===== src/imp_pkg.sv =====
// ----------------------------------------------------------------------------
// imp_pkg: shared types and constants for the integer matrix power block
// Field widths, register indexes, status codes and the control struct that
// travels from the sequencer to the multiply-accumulate unit.
// ----------------------------------------------------------------------------
package imp_pkg;

  // default largest matrix side
  localparam int MaxDimDef = 8;

  // fixed field widths
  localparam int DataW   = 32;
  localparam int IdxW    = 6;
  localparam int StatusW = 2;
  localparam int LoadW   = 7;
  localparam int DimW    = 4;
  localparam int ExpW    = 8;

  // configuration port
  localparam int CfgIdxW  = 2;
  localparam int CfgDataW = 8;
  localparam logic [CfgIdxW-1:0] CfgDim = 2'd0;
  localparam logic [CfgIdxW-1:0] CfgExp = 2'd1;

  // register reset values
  localparam logic [DimW-1:0] DimReset = 4'd2;
  localparam logic [ExpW-1:0] ExpReset = 8'd3;

  // result status codes
  localparam logic [StatusW-1:0] StComputed = 2'd0;
  localparam logic [StatusW-1:0] StNone     = 2'd1;
  localparam logic [StatusW-1:0] StCopied   = 2'd2;

  // per-cycle control for one multiply-accumulate beat
  typedef struct packed {
    logic vld;
    logic first;
    logic last;
  } mac_ctl_t;

endpackage


===== src/imp_mac.sv =====
// ----------------------------------------------------------------------------
// imp_mac: shared multiply-accumulate unit
// Multiplies the two registered operands, accumulates over one dot product
// and hands the finished sum to the product store.
// ----------------------------------------------------------------------------
module imp_mac #(
  parameter int AW = 6
) (
  input  logic                     clk_i,
  input  logic                     rst_ni,
  input  imp_pkg::mac_ctl_t        ctl_i,
  input  logic [AW-1:0]            oaddr_i,
  input  logic [imp_pkg::DataW-1:0] lhs_i,
  input  logic [imp_pkg::DataW-1:0] rhs_i,
  output logic                     wr_en_o,
  output logic [AW-1:0]            wr_addr_o,
  output logic [imp_pkg::DataW-1:0] wr_data_o
);
  import imp_pkg::*;

  mac_ctl_t          s1_ctl_q, s2_ctl_q;
  logic [AW-1:0]     s1_addr_q, s2_addr_q;
  logic [DataW-1:0]  prod_q;
  logic [DataW-1:0]  acc_q;
  logic [DataW-1:0]  sum_d;
  logic [DataW-1:0]  mul_lo;

  // low word of the product, same for signed and unsigned operands
  assign mul_lo = lhs_i * rhs_i;

  // control tags follow the operands through the two stages
  always_ff @(posedge clk_i or negedge rst_ni) begin
    if (!rst_ni) begin
      s1_ctl_q <= '0;
      s2_ctl_q <= '0;
    end else begin
      s1_ctl_q <= ctl_i;
      s2_ctl_q <= s1_ctl_q;
    end
  end

  // multiply stage and address tags
  always_ff @(posedge clk_i) begin
    s1_addr_q <= oaddr_i;
    s2_addr_q <= s1_addr_q;
    prod_q    <= mul_lo;
  end

  // accumulate, restart on the first term of each dot product
  assign sum_d = s2_ctl_q.first ? prod_q : acc_q + prod_q;

  always_ff @(posedge clk_i or negedge rst_ni) begin
    if (!rst_ni) begin
      acc_q <= '0;
    end else if (s2_ctl_q.vld) begin
      acc_q <= sum_d;
    end
  end

  assign wr_en_o   = s2_ctl_q.vld & s2_ctl_q.last;
  assign wr_addr_o = s2_addr_q;
  assign wr_data_o = sum_d;

endmodule


===== config.mk =====
export PLATFORM = sky130hd
export DESIGN_NAME = imp_mac
export DESIGN_NICKNAME = d
export VERILOG_FILES = /design/src/imp_pkg.sv /design/src/imp_mac.sv
export SDC_FILE = /design/constraint.sdc
export NUM_CORES = 1
export LEC_CHECK = 0
export BUFFER_PORTS_ARGS = -buffer_cell sky130_fd_sc_hd__buf_2
export CAP_MARGIN = 0
export CORE_MARGIN = 5
export CORE_UTILIZATION = 45
export CTS_CLUSTER_DIAMETER = 60
export DETAILED_ROUTE_END_ITERATION = 10
export RECOVER_POWER = 50
export SYNTH_ARGS = -nofsm -noshare
export SYNTH_HDL_FRONTEND = slang
export SYNTH_SLANG_ARGS = --single-unit

===== constraint.sdc =====
create_clock -name clk_i -period 7.05 [get_ports clk_i]
set_input_delay 1.41 -clock clk_i [delete_from_list [all_inputs] [get_ports clk_i]]
set_output_delay 1.41 -clock clk_i [all_outputs]
set_load 0.02 [all_outputs]

==> metrics.txt <==
Worst-path clk slew 60 ps; Initial Util 45.5%; Yosys cell types 52; grt ovf 0; crit path launch type primary input; CP Capture Type flop; GRT Util Overall 23.4%; Top FF cell, synth dfxtp_1; Synth warnings 0; CTS Root Cell clkbuf_16; Post-Synthesis Cells 2128; Filler Cells Inserted 3870; IO Pins 114; sequential cell area fraction in the yosys report 9.34%; drt via density 4.99; H-tree Lvls 3; synthesized area 19600 sq um; TritonCTS buffer count 9; R2R Setup Slk 3180 ps; Worst Hold Class reg2reg; max-cap viol count 2; final worst-path setup slack -328 ps; Worst Tran Pin Value 2230 ps; final-report hold violation count 0; Worst Hold End wr_addr_o[1]; Tcrit/Tclk final 105%; largest net degree at the start of global routing 57; RSZ-0062 raised after global routing true; Reg2Reg Depth 4; Area Growth Syn to Fin 21.3%; DRC Markers 0; worst hold start s1_addr_q[1]; DP Wirelength 46200 um; Critical R2R Capture acc_q[9]; I/O Buffers 113; routed length per placed instance 18.4 um; Max FO, Critical Path 4; Die Ht 219 um; slew margin rel. -49.0%; Die Width 219 um; layout net count 3029; via count 14900; Longest Clk Path Bufs 2; vias in the first global route 16300; pre-CTS worst setup slack -936 ps; Inserted Diodes 0; Seq cells post-synth 82; CP required 7270 ps; Final ANT Viol Nets 0; syn nets 2766; Iter 0 DRT Violations 795; most common cell after layout, fill and taps aside fa_1; fraction of layout cells with a size suffix above 1 21.4%; first-pass GRT wire length 88400 um; initial antenna violation count 1; status finished with violations; clk_lat worst skew 340 ps; number of synthesized flops with an enable pin 0; setup violators final 10; critical path class in2reg; Core Footprint 43100 sq um; Routability Congestion 0.926; die area 47800 sq um; hold path depth 0; failing checks capacitance limit, slew limit, setup timing; Pre-antenna DRT Iters 5; Layout Skew 13.4 ps; clock sink count 82; ys async rst share 46.3%; CTS tree built; final WL 54900 um; fin. max-slew vios 96; Avg Inst Size Synth 9.21 sq um; Tmin final 7380 ps; Worst EP arrival 7600 ps; most frequent cells in the layout 387 x fa_1, 385 x inv_1, 306 x nand2_1; RR Startpoint s2_ctl_q[1]; row count 76; max frequency 136 MHz
-- area by class of cell --
type	count	area, sq um	share of cell area [%]
multi-input combinational	1543	16400	69.0
timing repair buffer	353	2980	12.5
inverter	402	1510	6.35
clock buffer	10	239	1.01
tap	585	732	3.08
sequential	82	1830	7.70
clock inverter	6	71.3	0.300
-- cell usage after synthesis (3+ instances only) --
cell,number,area share (%)
a211oi_1,4,0.15
a21o_1,27,1.0
a21oi_1,48,1.2
a31oi_1,10,0.32
and2_1,275,8.8
and3_1,4,0.13
clkbuf_1,101,1.9
dfrtp_1,38,4.9
dfxtp_1,44,4.5
fa_1,409,42
ha_1,154,9.8
inv_1,401,7.7
mux2_2,32,1.8
nand2_1,313,6.0
nand3_1,7,0.18
nand4_1,3,0.096
nor2_1,22,0.42
nor2b_1,8,0.26
nor3_1,12,0.31
o211ai_1,4,0.15
o21a_1,7,0.27
o21ai_0,41,1.0
o21bai_1,9,0.34
o31ai_1,4,0.15
or2_2,3,0.096
or3_1,3,0.096
xnor2_1,79,3.5
xor2_1,36,1.6
-- critical path, stage by stage --
cell and delay, ps:
buf_12 110, and2_4 150, fa_1 530, inv_1 50
fa_1 480, fa_1 530, fa_1 550, inv_1 70
fa_1 500, inv_2 40, fa_1 490, inv_2 40
fa_1 470, fa_1 560, ha_4 220, a21oi_2 140
o21bai_1 100, a21o_1 160, a221o_1 400, a211oi_2 240
o21bai_1 80, a21oi_1 170, xnor2_1 90
-- layer usage --
| metal | vias to the layer above | track usage [%] | routed length (um) |
|---|---|---|---|
| met5 | - | 0 | 0 |
| li1 | 6893 | - | - |
| met1 | 7530 | 33.2 | 24600 |
| met3 | 67 | 2.67 | 3170 |
| met2 | 391 | 39.2 | 25600 |
| met4 | 0 | 4.94 | 1540 |
-- cell families (layout without fill, tap and decap cells) --
group | after synthesis | after routing | share of synthesized area (%)
and+or+nand+nor | 659 | 659 | 16.7
adders and majority gates | 563 | 563 | 51.6
buffers and inverters | 503 | 771 | 9.63
AOI/OAI and AO/OA | 172 | 172 | 5.61
xor gates and xnor gates | 115 | 115 | 5.14
DFF | 82 | 82 | 9.34
muxes | 34 | 34 | 1.94
-- how the worst max path moves through the flow --
stage	startpoint	endpoint	slack (ps)	depth (start not counted)
floorplan	rhs_i[4]	prod_q[30]	-400	24
CTS	lhs_i[16]	prod_q[31]	-300	24
finish	lhs_i[16]	prod_q[30]	-330	23
global route	lhs_i[16]	prod_q[31]	-510	25
detailed placement	lhs_i[13]	prod_q[31]	-940	27
global placement	lhs_i[13]	prod_q[31]	-870	25
-- registers in the layout, summed over array words and instances, names as in the netlist --
| name | flops |
|---|---|
| acc_q | 32 |
| prod_q | 32 |
| s1_addr_q | 6 |
| s1_ctl_q | 3 |
| s2_ctl_q | 3 |
| wr_addr_o | 6 |
-- repair_timing --
item | in CTS | in global routing
endpoints found under the setup margin | 13 | 13
setup buffers | 31 | 8
pin swaps | 86 | 71
cloned | 1 | 3
resized for setup | 118 | 72
hold buffers | 0 | 0
-- metrics by stage --
step                utilization, %  TNS (ps)  instances  hold slack [ps]  instance area, sq um
global route                  55.2     -3680       2981              329                 23800
CTS                           54.2     -1340       2971              327                 23400
global placement              51.8     -8050       2923              310                 22300
finish                        55.2     -1770       2981              324                 23800
detailed placement            51.8     -9020       2923              312                 22300
floorplan                        -     -1830       2128              310                 19800
Power is not shown: default switching activity piles up to over one toggle a cycle in this logic, so the estimate is an artifact.
